===== config.mk =====
export PLATFORM = sky130hd
export DESIGN_NAME = cpu_register_transfer_flag_unit
export DESIGN_NICKNAME = d
export VERILOG_FILES = /design/src/sv/rtfu_pkg.sv /design/src/sv/rtfu_in_stage.sv /design/src/sv/rtfu_exec.sv /design/src/sv/rtfu_out_stage.sv /design/src/sv/cpu_register_transfer_flag_unit.sv
export SDC_FILE = /design/constraint.sdc
export NUM_CORES = 1
export LEC_CHECK = 0
export BUFFER_PORTS_ARGS = -buffer_cell sky130_fd_sc_hd__buf_2
export CAP_MARGIN = 20
export CELL_PAD_IN_SITES_DETAIL_PLACEMENT = 1
export CELL_PAD_IN_SITES_GLOBAL_PLACEMENT = 1
export CORE_ASPECT_RATIO = 0.6
export CORE_MARGIN = 2
export CORE_UTILIZATION = 44
export DETAILED_ROUTE_END_ITERATION = 6
export PLACE_DENSITY_LB_ADDON = 0.1
export SYNTH_ARGS = -nofsm -noshare
export SYNTH_HDL_FRONTEND = slang
export SYNTH_HIERARCHICAL = 1
export SYNTH_SLANG_ARGS = --single-unit

===== constraint.sdc =====
create_clock -name clk -period 1.9 [get_ports clk]
set_input_delay 0.095 -clock clk [delete_from_list [all_inputs] [get_ports clk]]
set_output_delay 0.095 -clock clk [all_outputs]
set_load 0.005 [all_outputs]

===== src/sv/rtfu_pkg.sv =====
// Shared types, codes and constants for the register-transfer and flag unit.
// No dependencies; every other file in the project imports this package.
package rtfu_pkg;

    localparam int IN_DATA_W  = 8;
    localparam int IN_USER_W  = 5;
    localparam int OUT_DATA_W = 96;

    // Status byte bit positions: n v m x d i z c
    localparam int FLAG_N = 7;
    localparam int FLAG_V = 6;
    localparam int FLAG_M = 5;
    localparam int FLAG_X = 4;
    localparam int FLAG_D = 3;
    localparam int FLAG_I = 2;
    localparam int FLAG_Z = 1;
    localparam int FLAG_C = 0;

    localparam logic [7:0]  STACK_PAGE  = 8'h01;
    localparam logic [15:0] RESET_SP    = 16'h01FF;
    localparam logic [7:0]  RESET_FLAGS = 8'h34;

    typedef enum logic [4:0] {
        FN_NOP = 5'd0,
        FN_XBA = 5'd1,
        FN_XCE = 5'd2,
        FN_CLC = 5'd3,
        FN_CLD = 5'd4,
        FN_CLI = 5'd5,
        FN_CLV = 5'd6,
        FN_SEC = 5'd7,
        FN_SED = 5'd8,
        FN_SEI = 5'd9,
        FN_REP = 5'd10,
        FN_SEP = 5'd11,
        FN_TAX = 5'd12,
        FN_TAY = 5'd13,
        FN_TXA = 5'd14,
        FN_TXY = 5'd15,
        FN_TYA = 5'd16,
        FN_TYX = 5'd17,
        FN_TCD = 5'd18,
        FN_TCS = 5'd19,
        FN_TDC = 5'd20,
        FN_TSC = 5'd21,
        FN_TSX = 5'd22,
        FN_TXS = 5'd23
    } func_t;

    typedef struct packed {
        func_t      func;
        logic [7:0] operand_byte;
    } item_t;

    typedef struct packed {
        logic [15:0] acc;
        logic [15:0] x;
        logic [15:0] y;
        logic [15:0] sp;
        logic [15:0] dp;
        logic [7:0]  flags;
        logic        emu;
    } regfile_t;

    // Result beat layout, lowest bit first, zero padded to whole bytes
    function automatic logic [OUT_DATA_W-1:0] pack_result(input regfile_t r);
        return {7'd0, r.emu, r.flags, r.dp, r.sp, r.y, r.x, r.acc};
    endfunction

endpackage


===== src/sv/rtfu_in_stage.sv =====
// Input register of the register-transfer and flag unit.
// Holds one instruction beat until the execute step takes it; uses rtfu_pkg.
module rtfu_in_stage (
    input  logic                           clk,
    input  logic                           rst_n,
    input  logic                           s_tvalid,
    output logic                           s_tready,
    input  logic [rtfu_pkg::IN_DATA_W-1:0] s_tdata,  // [7:0] operand_byte
    input  logic [rtfu_pkg::IN_USER_W-1:0] s_tuser,  // [4:0] func
    input  logic                           advance,
    output logic                           item_valid,
    output rtfu_pkg::item_t                item
);
    import rtfu_pkg::*;

    logic  vld_reg;
    item_t item_reg;

    // Room when empty or when the held beat moves on this cycle
    assign s_tready   = !vld_reg || advance;
    assign item_valid = vld_reg;
    assign item       = item_reg;

    always_ff @(posedge clk or negedge rst_n)
    begin
        if (!rst_n)
        begin
            vld_reg <= 1'b0;
        end
        else if (s_tready)
        begin
            vld_reg <= s_tvalid;
        end
    end

    always_ff @(posedge clk)
    begin
        if (s_tready && s_tvalid)
        begin
            item_reg.func         <= func_t'(s_tuser);
            item_reg.operand_byte <= s_tdata;
        end
    end

endmodule


===== src/sv/rtfu_exec.sv =====
// Execute logic: one register-only instruction applied to the register file.
// Purely combinational; uses rtfu_pkg types and codes.
module rtfu_exec (
    input  rtfu_pkg::item_t    item,
    input  rtfu_pkg::regfile_t cur,
    output rtfu_pkg::regfile_t nxt
);
    import rtfu_pkg::*;

    // Returns {n, z, value}; a narrow move keeps the destination high byte
    function automatic logic [17:0] sized_move(input logic [15:0] dst,
                                               input logic [15:0] src,
                                               input logic        narrow);
        logic [15:0] v;
        begin
            if (narrow)
            begin
                v = {dst[15:8], src[7:0]};
                return {v[7], (v[7:0] == 8'd0), v};
            end
            v = src;
            return {v[15], (v == 16'd0), v};
        end
    endfunction

    logic [17:0] mv;
    logic        xn;
    logic        mn;

    always_comb
    begin
        nxt = cur;
        mv  = '0;
        xn  = cur.flags[FLAG_X];
        mn  = cur.flags[FLAG_M];
        case (item.func)
            FN_NOP: ;
            FN_XBA:
            begin
                nxt.acc          = {cur.acc[7:0], cur.acc[15:8]};
                nxt.flags[FLAG_N] = cur.acc[15];
                nxt.flags[FLAG_Z] = (cur.acc[15:8] == 8'd0);
            end
            FN_XCE:
            begin
                nxt.flags[FLAG_C] = cur.emu;
                nxt.emu           = cur.flags[FLAG_C];
                if (cur.flags[FLAG_C])
                begin
                    nxt.sp            = {STACK_PAGE, cur.sp[7:0]};
                    nxt.flags[FLAG_M] = 1'b1;
                    nxt.flags[FLAG_X] = 1'b1;
                    nxt.x[15:8]       = 8'd0;
                    nxt.y[15:8]       = 8'd0;
                end
            end
            FN_CLC: nxt.flags[FLAG_C] = 1'b0;
            FN_CLD: nxt.flags[FLAG_D] = 1'b0;
            FN_CLI: nxt.flags[FLAG_I] = 1'b0;
            FN_CLV: nxt.flags[FLAG_V] = 1'b0;
            FN_SEC: nxt.flags[FLAG_C] = 1'b1;
            FN_SED: nxt.flags[FLAG_D] = 1'b1;
            FN_SEI: nxt.flags[FLAG_I] = 1'b1;
            FN_REP, FN_SEP:
            begin
                if (item.func == FN_REP)
                begin
                    nxt.flags = cur.flags & ~item.operand_byte;
                end
                else
                begin
                    nxt.flags = cur.flags | item.operand_byte;
                end
                // Emulation pins m and x; narrow index drops the high bytes
                if (cur.emu)
                begin
                    nxt.flags[FLAG_M] = 1'b1;
                    nxt.flags[FLAG_X] = 1'b1;
                end
                if (nxt.flags[FLAG_X])
                begin
                    nxt.x[15:8] = 8'd0;
                    nxt.y[15:8] = 8'd0;
                end
            end
            FN_TAX:
            begin
                mv    = sized_move(cur.x, cur.acc, xn);
                nxt.x = mv[15:0];
            end
            FN_TAY:
            begin
                mv    = sized_move(cur.y, cur.acc, xn);
                nxt.y = mv[15:0];
            end
            FN_TXA:
            begin
                mv      = sized_move(cur.acc, cur.x, mn);
                nxt.acc = mv[15:0];
            end
            FN_TXY:
            begin
                mv    = sized_move(cur.y, cur.x, xn);
                nxt.y = mv[15:0];
            end
            FN_TYA:
            begin
                mv      = sized_move(cur.acc, cur.y, mn);
                nxt.acc = mv[15:0];
            end
            FN_TYX:
            begin
                mv    = sized_move(cur.x, cur.y, xn);
                nxt.x = mv[15:0];
            end
            FN_TCD:
            begin
                mv     = sized_move(cur.dp, cur.acc, 1'b0);
                nxt.dp = mv[15:0];
            end
            FN_TCS:
            begin
                nxt.sp = cur.emu ? {STACK_PAGE, cur.acc[7:0]} : cur.acc;
            end
            FN_TDC:
            begin
                mv      = sized_move(cur.acc, cur.dp, 1'b0);
                nxt.acc = mv[15:0];
            end
            FN_TSC:
            begin
                // Full copy; n and z from the low byte only in emulation
                mv      = sized_move(cur.sp, cur.sp, cur.emu);
                nxt.acc = cur.sp;
            end
            FN_TSX:
            begin
                mv    = sized_move(cur.x, cur.sp, xn);
                nxt.x = mv[15:0];
            end
            FN_TXS:
            begin
                nxt.sp = cur.emu ? {STACK_PAGE, cur.x[7:0]} : cur.x;
            end
            default: ;
        endcase

        case (item.func)
            FN_TAX, FN_TAY, FN_TXA, FN_TXY, FN_TYA, FN_TYX,
            FN_TCD, FN_TDC, FN_TSC, FN_TSX:
            begin
                nxt.flags[FLAG_N] = mv[17];
                nxt.flags[FLAG_Z] = mv[16];
            end
            default: ;
        endcase
    end

endmodule


===== src/sv/rtfu_out_stage.sv =====
// Result register of the register-transfer and flag unit.
// Holds the packed register file until the receiver takes it; uses rtfu_pkg.
module rtfu_out_stage (
    input  logic                            clk,
    input  logic                            rst_n,
    input  logic                            load,
    input  rtfu_pkg::regfile_t              result,
    output logic                            busy,
    output logic                            m_tvalid,
    input  logic                            m_tready,
    output logic [rtfu_pkg::OUT_DATA_W-1:0] m_tdata
);
    import rtfu_pkg::*;

    logic                  vld_reg;
    logic [OUT_DATA_W-1:0] data_reg;

    // Full and not drained this cycle
    assign busy     = vld_reg && !m_tready;
    assign m_tvalid = vld_reg;
    assign m_tdata  = data_reg;

    always_ff @(posedge clk or negedge rst_n)
    begin
        if (!rst_n)
        begin
            vld_reg <= 1'b0;
        end
        else if (load)
        begin
            vld_reg <= 1'b1;
        end
        else if (m_tready)
        begin
            vld_reg <= 1'b0;
        end
    end

    always_ff @(posedge clk)
    begin
        if (load)
        begin
            data_reg <= pack_result(result);
        end
    end

endmodule


===== src/sv/cpu_register_transfer_flag_unit.sv =====
// Top level of the register-transfer and flag unit: input register, execute
// logic, architectural register file and result register. Uses rtfu_pkg.
//
// Usage:
//   Slave channel: one instruction per beat; func in s_tuser, the REP/SEP mask
//   in s_tdata. Master channel: one beat per instruction carrying the whole
//   register file after that instruction.
//   An accepted beat waits in the input register until the result register,
//   which drives m_tvalid, is free. Throughput is one instruction per cycle
//   while the receiver keeps up: the input register, the combinational
//   execute step and the result register form a two-stage pipe, and the
//   register file is updated in the same edge that loads the result register,
//   so the next instruction always sees the state left by the one before.
//   When the receiver stalls, the result register holds its beat, the held
//   instruction waits in the input register and s_tready falls once both are
//   full. It rises again in the cycle the receiver takes the result.
//   Reset empties both stages and loads the power-on register file:
//   A, X, Y, D zero, S 0x01FF, status 0x34 (m, x, i set), emulation on.
module cpu_register_transfer_flag_unit (
    input  logic                            clk,
    input  logic                            rst_n,
    input  logic                            s_tvalid,
    output logic                            s_tready,
    input  logic [rtfu_pkg::IN_DATA_W-1:0]  s_tdata,  // [7:0] operand_byte
    input  logic [rtfu_pkg::IN_USER_W-1:0]  s_tuser,  // [4:0] func
    output logic                            m_tvalid,
    input  logic                            m_tready,
    // [15:0] acc_out, [31:16] x_out, [47:32] y_out, [63:48] sp_out,
    // [79:64] dp_out, [87:80] flags_out, [88] emu_out, [95:89] zero
    output logic [rtfu_pkg::OUT_DATA_W-1:0] m_tdata
);
    import rtfu_pkg::*;

    item_t    item;
    logic     item_valid;
    logic     out_busy;
    logic     advance;
    regfile_t state_reg;
    regfile_t state_next;

    assign advance = item_valid && !out_busy;

    rtfu_in_stage u_in (
        .clk        (clk),
        .rst_n      (rst_n),
        .s_tvalid   (s_tvalid),
        .s_tready   (s_tready),
        .s_tdata    (s_tdata),
        .s_tuser    (s_tuser),
        .advance    (advance),
        .item_valid (item_valid),
        .item       (item)
    );

    rtfu_exec u_exec (
        .item (item),
        .cur  (state_reg),
        .nxt  (state_next)
    );

    always_ff @(posedge clk or negedge rst_n)
    begin
        if (!rst_n)
        begin
            state_reg.acc   <= 16'd0;
            state_reg.x     <= 16'd0;
            state_reg.y     <= 16'd0;
            state_reg.sp    <= RESET_SP;
            state_reg.dp    <= 16'd0;
            state_reg.flags <= RESET_FLAGS;
            state_reg.emu   <= 1'b1;
        end
        else if (advance)
        begin
            state_reg <= state_next;
        end
    end

    rtfu_out_stage u_out (
        .clk      (clk),
        .rst_n    (rst_n),
        .load     (advance),
        .result   (state_next),
        .busy     (out_busy),
        .m_tvalid (m_tvalid),
        .m_tready (m_tready),
        .m_tdata  (m_tdata)
    );

endmodule


# Word-level counts from Yosys, hierarchy flattened
# Cells that the tools add are included.
totals:
  register_bits: 193
  latch_bits: 0
  ram_bits: 0
  romBits: 0
  inputBits: 17
  output_inout_bits: 98
  word_cells: 116
  mem_count: 0
op_classes:
  addsub: 0
  mul: 0
  n_div: 0
  magnitude_cmp: 0
  n_eq_ne: 23
  n_shift: 0
  mux: 58
  bitwise: 3
  n_reduce_logical: 20
ops:
  columns: ["cell", "count"]
  rows:
  - ["$mux 18", 16]
  - ["$pmux 18 s10", 1]
  - ["$logic_not 16->1", 5]
  - ["$pmux 16 s5", 1]
  - ["$mux 16", 4]
  - ["$pmux 16 s3", 1]
  - ["$eq 5x4->1 const B", 8]
  - ["$eq 5x5->1 const B", 8]
  - ["$logic_not 8->1", 5]
  - ["$mux 8", 5]
  - ["$pmux 8 s5", 1]
  - ["$pmux 8 s4", 1]
  - ["$pmux 8 s3", 1]
  - ["$eq 5x3->1 const B", 4]
  - ["$mux 1", 16]
  - ["$pmux 8 s2", 1]
  - ["$eq 5x2->1 const B", 2]
  - ["$reduce_or 10->1", 1]
  - ["$and 8x8->8", 1]
  - ["$not 8->8", 1]
  - ["$or 8x8->8", 1]
  - ["$mux 2", 3]
  - ["$pmux 1 s2", 3]
  - ["$pmux 1 s3", 2]
  - ["other kinds (8)", 12]

# Logic depth before layout (Yosys ltp)
# Gate-level depths: netlist (run 1).
depth:
  ltp_word: 7
  mapped_depth: 9
  depth_no_buf: 6

# Hierarchy
# Netlist (run 1), hierarchy kept.
by_module_without_submodules:
  columns: ["mod", "instances", "cells_per_inst", "area_per_inst_um2", "seq_area_each_um2"]
  rows:
  - ["cpu_register_transfer_flag_unit", 1, 189, 3793.6, 2243.4]
  - ["rtfu_exec", 1, 484, 3124.2, 0.0]
  - ["rtfu_out_stage", 1, 100, 2773.9, 2697.6]
  - ["rtfu_in_stage", 1, 17, 444.2, 415.4]

# Least setup slack after synthesis (run 1)
# OpenSTA, ideal clock, no wires.
synth_path:
  kind: "reg-to-reg"
  startpoint: "reg u_in.item_reg, in the netlist u_in/item[10]"
  endpoint: "reg state_reg[26] (netlist name)"
  setup_ps: 82
  arrival_ps: 1969
  required_ps: 1818
  path_slack_ps: -151
  stages_incl_launch_ff: 7
  path_buffers: 1
  synth_period_minus_slack_ps: 2051
  path_cell_list: "edfxtp_1 or3b_2 buf_2 nor2_4 nor2_1 a221o_1 mux2_4"
synth_lines:
  columns: ["item", "line_no", "text"]
  rows:
  - ["start, declared", "rtfu_in_stage.sv:17", "item_t item_reg;"]
  - ["end signal, assigned", "cpu_register_transfer_flag_unit.sv:75", "state_reg <= state_next;"]
  - ["end, declared", "cpu_register_transfer_flag_unit.sv:38", "regfile_t state_reg;"]

==> results.py, run 1 <==
metrics = {
    "clock_tree": {
        "clk_pin_slew_ns": 0.07,
        "cts_buffers": 17,
        "cts_max_path_buffers": 2,
        "clock-sinks": 193,
        "insertion_delay_ns": 0.47,
        "h-tree-depth": 4,
        "cts-root-buf": "clkbuf_16",
        "cts_tree": "built",
    },
    "logic_synthesis": {
        "yosysTopAreaCell": "edfxtp_1",
        "synth_cells": 790,
        "ys_ff_latch": 193,
        "synth_area_leaders": "edfxtp_1, dfrtp_1, mux2_4, dfstp_2, a222oi_1",
        "syn-cell-area_mm2": 0.0101,
        "synth-seq-area-share_pct": 52.8,
        "synth_edf_count": 102,
        "synth_area_per_cell_um2": 12.8,
        "synthArstFlopShare_pct": 47.2,
        "ys_warn_count": 6,
        "synth_cell_type_count": 80,
        "ys.flop_type": "edfxtp_1",
        "synth_top_area_share_pct": 30.2,
        "synth_most_common_cell": "edfxtp_1",
        "synth_common_cells": "edfxtp_1, mux2_4, dfrtp_1",
    },
    "outcome": {
        "violations": "negative setup slack",
        "outcome": "finished with violations",
    },
    "place": {
        "port_buffers": 107,
        "place.gp.congestion": 0.947,
        "dp_hpwl_um": 28100,
    },
    "power_and_ir_drop": {
        "power.leakage_nw": 6.29,
        "peakVddDrop_uv": 721,
        "p_per_area_mw_per_mm2": 1320,
    },
    "critical_path": {
        "endpoint_kind": "flip-flop",
        "required_ns": 2.24,
        "arrival_ns": 2.70,
        "cp_max_fo": 8,
        "start_kind": "flip-flop",
        "worstSetupPathType": "flip-flop to flip-flop",
        "r2r_slack_ns": -0.46,
    },
    "timing": {
        "fin_crit_ns": 2.36,
        "skew_ns": 0.00958,
        "slew_headroom_pct": 57.7,
        "maxSlewViolCount": 0,
        "setup_slack_ns": -0.456,
        "finalSetupTns_ns": -40.40,
        "worst_pin_slew_ns": 0.629,
        "setup_viol": 163,
        "min_period_over_period_pct": 124,
        "max_freq_mhz": 424,
        "rsz0062_at_grt": "yes",
        "holdWs_ns": 0.0892,
        "finalHoldViolCount": 0,
    },
    "final_layout": {
        "final_nets": 1125,
        "area_delta_synth_final_pct": 44.5,
        "antenna_cells": 0,
        "drive_gt1_share_pct": 57.8,
        "final_util_pct": 65.6,
        "fillCellCount": 2160,
    },
    "floorplan": {
        "coreArea_mm2": 0.0223,
        "rows": 42,
        "dieHeight_um": 122,
        "start_util_pct": 45.4,
        "die_width_um": 200,
        "ios": 115,
        "dieArea_mm2": 0.0243,
    },
    "route": {
        "drtIter0Drc": 1097,
        "wire_per_inst_um": 29.6,
        "routed-via-count": 8954,
        "drc": 0,
        "postRouteWirelength_um": 42400,
        "drt-vias-per-instance": 6.27,
        "ant_nets": 0,
        "first_pass_iters": 7,
    },
    "grt": {
        "overflow": 0,
        "antenna_found_initial": 0,
        "first_global_vias": 8807,
        "grt_usage_pct": 33.3,
        "grt_pass1_wl_um": 57800,
        "grt_start_max_net_pins": 47,
    },
    "hold_path": {
        "hp-class": "primary input to async pin",
    },
    "flow_run": {
        "drv_cap": 0,
    },
}
-- timing repair --
| action | CTS | global route |
|---|---|---|
| hold buffers | 16 | 0 |
| setup buffers | 33 | 32 |
| hold endpoints to repair | 93 | 0 |
| cloned | 4 | 3 |
| resized for setup | 181 | 121 |
| pin swaps | 59 | 62 |
| setup endpoints to repair | 160 | 175 |
-- critical path, stage by stage (launching register included) --
cell	delay [ns]
edfxtp_1	0.49
buf_6	0.18
or3b_4	0.44
o311ai_4	0.31
o221ai_4	0.17
buf_12	0.19
nor2_4	0.13
nor2_4	0.05
mux2_4	0.26
-- through the flow --
stage | area (µm²) | setup WS [ns] | total power [mW] | cells
2_1_floorplan | 10300 | -0.0463 | 10.6 | 796
3_3_place_gp | 12200 | -0.607 | 14.0 | 1327
3_5_place_dp | 12200 | -0.562 | 14.3 | 1327
4_1_cts | 13900 | -0.343 | 18.5 | 1405
5_1_grt | 14600 | -0.480 | 19.9 | 1429
6_report | 14600 | -0.456 | 19.3 | 1429
-- placed cells by master, fill, tap and decap left out, drive strengths merged, types with 13 or more instances in the layout --
master         n
a21oi         26
a222oi        23
a22oi         30
a31oi         13
buf          330
clkbuf        22
dfrtp         78
dfstp         13
dlygate4sd3   16
edfxtp       102
mux2         106
nand2         58
nor2          59
nor2b         16
nor3          18
nor4          21
o21ai         45
-- layer usage --
layer	track usage [%]	vias up	part of all wire [%]
met5	0	-	0
met4	10.1	0	1.8
met3	9.61	76	11
met2	45.9	542	43
met1	50.3	4636	45
li1	-	3700	-
-- report_power, final --
| part | switching (mW) | total (mW) | internal (mW) |
|---|---|---|---|
| registers | 1.39 | 7.46 | 6.06 |
| logic | 4.46 | 8.52 | 4.05 |
| clock network | 1.68 | 3.35 | 1.67 |
-- final timing paths --
check                                            start                           to  cells after the start
max                            u_in/item[12]$_DFFE_PP_    state_reg[56]$_DFFE_PN0P_                      8
min                                              rst_n  u_in/item_valid$_DFFE_PN0P_                      2
max reg2reg                    u_in/item[12]$_DFFE_PP_    state_reg[56]$_DFFE_PN0P_                      8
min reg2reg                u_in/item_valid$_DFFE_PN0P_  u_in/item_valid$_DFFE_PN0P_                      2
max in group asynchronous                        rst_n     state_reg[5]$_DFFE_PN1P_                      3
min in group clk                            s_tdata[3]       u_in/item[3]$_DFFE_PP_                      2
-- kinds of logic (layout without fill, tap and decap cells) --
| group | count (synthesis) | in the layout | synth area share (%) |
|---|---|---|---|
| muxes | 116 | 116 | 16.1 |
| buffers and inverters | 65 | 389 | 4.90 |
| and+or+nand+nor | 207 | 208 | 11.1 |
| AOI/OAI and AO/OA | 208 | 208 | 15.1 |
| other | 1 | 7 | 0.0370 |
| DFF | 193 | 193 | 52.8 |
-- area by class of cell --
cell class,instances,area [µm²],area share [%]
Multi-Input combinational cell,539,5390,36.8
Sequential cell,193,5360,36.6
Timing Repair Buffer,349,2960,20.2
Clock buffer,19,433,2.96
Tap cell,308,385,2.63
Clock inverter,13,87.6,0.598
Inverter,8,33.8,0.231
No activity file was read; power rests on OpenSTA's default activity.
==> run 2, diff against run 1 <==
--- a/config.mk
+++ b/config.mk
@@ -12,6 +12,7 @@
 export CORE_ASPECT_RATIO = 0.6
 export CORE_MARGIN = 2
 export CORE_UTILIZATION = 44
+export CTS_BUF_LIST = sky130_fd_sc_hd__clkbuf_8 sky130_fd_sc_hd__clkbuf_16
 export DETAILED_ROUTE_END_ITERATION = 6
 export PLACE_DENSITY_LB_ADDON = 0.1
 export SYNTH_ARGS = -nofsm -noshare
==> constraint.sdc (replaced) <==
create_clock -name clk -period 1.9 [get_ports clk]
set_input_delay 0.095 -clock clk [delete_from_list [all_inputs] [get_ports clk]]
set_output_delay 0.095 -clock clk [all_outputs]
set_load 0.01 [all_outputs]
==> run 2 against run 1 <==
- the run ends with design-rule violations, negative setup slack left
- die area unchanged
- final cell count up 1.8%
- first-iteration DRC count up 2.6%
- flip-flop and latch count unchanged
- global-route usage up 1.2 points
- combinational power up 6.5%
- register-to-register slack better by 0.04 ns
- sequential power down 3%
- setup slack better by 0.041 ns
- count of clock-buffer cells in the layout unchanged
- cell area up 3.1%
- largest power group unchanged
==> results.py, run 2 (synthesized netlist as in run 1, its figures left out) <==
metrics = {
    "final_layout": {
        "final_nets": 1150,
        "mostFrequentLayoutCell": "buf_4",
        "area_delta_synth_final_pct": 49.0,
        "multiInputGateArea_mm2": 0.00539,
        "drive_gt1_share_pct": 60.2,
        "fillCellCount": 2137,
        "register_area_mm2": 0.00536,
        "final_cell_mix": "buf_4, buf_2, edfxtp_1, mux2_4, dfrtp_1",
        "final_util_pct": 67.6,
        "stdcell_area_mm2": 0.0151,
    },
    "floorplan": {
        "coreArea_mm2": 0.0223,
        "ios": 115,
        "dieArea_mm2": 0.0243,
        "rows": 42,
        "dieHeight_um": 122,
        "die_width_um": 200,
        "start_util_pct": 45.4,
    },
    "critical_path": {
        "path_common_cell": "buf_6",
        "ff2ff_path_depth": 9,
        "worstSetupPathType": "flip-flop to flip-flop",
        "start_kind": "flip-flop",
        "worst_path_max_delay_cell": "edfxtp_1",
        "worstReg2RegStart": "u_in/item[12]$_DFFE_PP_",
        "rr_endpoint": "state_reg[88]$_DFFE_PN0P_",
        "arrival_ns": 2.70,
        "endpoint_kind": "flip-flop",
        "path_cells": "buf_12 -> or3b_4 -> buf_6 -> nor2_4 -> buf_6 -> a22oi_2 -> o211ai_1 -> a21o_1 -> mux2_4",
        "r2r_slack_ns": -0.42,
        "cp_max_fo": 8,
        "required_ns": 2.28,
        "slowest_delay_ns": 0.42,
    },
    "timing": {
        "maxSlewViolCount": 0,
        "skew_ns": 0.0162,
        "finalSetupTns_ns": -35.86,
        "setup_viol": 162,
        "finalHoldViolCount": 0,
        "min_period_over_period_pct": 122,
        "fin_crit_ns": 2.32,
        "max_freq_mhz": 432,
        "rsz0062_at_grt": "yes",
        "worst_pin_slew_ns": 0.551,
        "setup_slack_ns": -0.416,
        "slew_headroom_pct": 62.9,
    },
    "flow_run": {
        "drv_cap": 0,
    },
    "place": {
        "port_buffers": 107,
        "dp_slack_ns": -0.430,
        "place_area_mm2": 0.0124,
        "dp_hpwl_um": 28600,
        "place.gp.congestion": 0.953,
    },
    "grt": {
        "grt_pass1_wl_um": 60200,
        "overflow": 0,
        "grt_usage_pct": 34.5,
        "antenna_found_initial": 1,
        "grt_start_max_net_pins": 40,
        "first_global_vias": 9042,
    },
    "clock_tree": {
        "cts_tree": "built",
        "cts-root-buf": "clkbuf_16",
        "h-tree-depth": 4,
        "clock-sinks": 193,
        "cts_max_path_buffers": 2,
        "insertion_delay_ns": 0.45,
        "cts_buffers": 17,
        "clk_pin_slew_ns": 0.08,
    },
    "route": {
        "wire_per_inst_um": 30.0,
        "first_pass_iters": 7,
        "drc": 11,
        "drt-vias-per-instance": 6.26,
        "ant_nets": 0,
        "postRouteWirelength_um": 43700,
        "drtIter0Drc": 1126,
        "routed-via-count": 9110,
    },
    "power_and_ir_drop": {
        "p_per_area_mw_per_mm2": 1330,
        "total_power_mw": 20.1,
        "peakVddDrop_uv": 701,
        "power.leakage_nw": 6.52,
    },
    "outcome": {
        "outcome": "finished with violations",
        "violations": "design-rule violations, negative setup slack",
    },
    "hold_path": {
        "hp-class": "primary input to async pin",
    },
}
run 2: area by class of cell:
cell class / instances / share of cell area (%)
multi-input combinational: 540 / 35.7
clock inverter: 13 / 1.03
timing repair buffer: 373 / 22.0
clock buffer: 19 / 3.00
sequential: 193 / 35.5
antenna: 1 / 0.0166
inverter: 8 / 0.224
tap: 308 / 2.55
run 2: worst max-delay path by stage:
stage | end | start | slack (ns)
after floorplan | state_reg[81]$_DFFE_PN0P_ | u_in/item[10]$_DFFE_PP_ | -0.05
after global placement | u_out/m_tdata[0]$_DFFE_PP_ | u_in/item[10]$_DFFE_PP_ | -0.39
after detailed placement | state_reg[55]$_DFFE_PN0P_ | u_in/item[10]$_DFFE_PP_ | -0.43
after CTS | state_reg[49]$_DFFE_PN0P_ | u_in/item[12]$_DFFE_PP_ | -0.34
after global routing | state_reg[88]$_DFFE_PN0P_ | u_in/item[12]$_DFFE_PP_ | -0.46
final | state_reg[88]$_DFFE_PN0P_ | u_in/item[12]$_DFFE_PP_ | -0.42
run 2: critical path: cells and delay by family, from the launching register on:
| kind | cells | cell delay [ns] |
|---|---|---|
| compound gates | 3 | 0.55 |
| buf+inv | 3 | 0.49 |
| flops | 1 | 0.42 |
| mux | 1 | 0.15 |
| simple gates | 2 | 0.64 |
run 2: per-stage QoR:
step | hold WS [ns] | std cells
detailed placement | -0.0425 | 1340
floorplan | -0.201 | 796
finish | 0.0468 | 1455
global route | 0.0509 | 1454
global placement | -0.0445 | 1340
CTS | 0.0284 | 1424
run 2: where the power goes:
group / internal (mW) / leakage (nW) / switching [mW]
Sequential: 6.06 / 2.18 / 1.20
Combinational: 4.14 / 4.04 / 4.94
Clock: 2.04 / 0.296 / 1.74
Total: 12.2 / 6.52 / 7.88
run 2: repair_timing:
| item | in CTS | in global routing |
|---|---|---|
| setup endpoints to repair | 170 | 172 |
| resized for setup | 178 | 124 |
| pin swaps | 63 | 72 |
| setup buffers | 33 | 32 |
| hold endpoints to repair | 92 | 0 |
| cloned | 9 | 2 |
| hold buffers | 15 | 0 |
run 2: metal layers:
layer	wire (µm)	up-vias	part of all wire, %	track usage [%]
li1	-	3755	-	-
met1	19500	4747	45	52.9
met2	18900	538	43	48.5
met3	4440	70	10	9.05
met4	758	0	1.7	7.45
met5	0	-	0	0
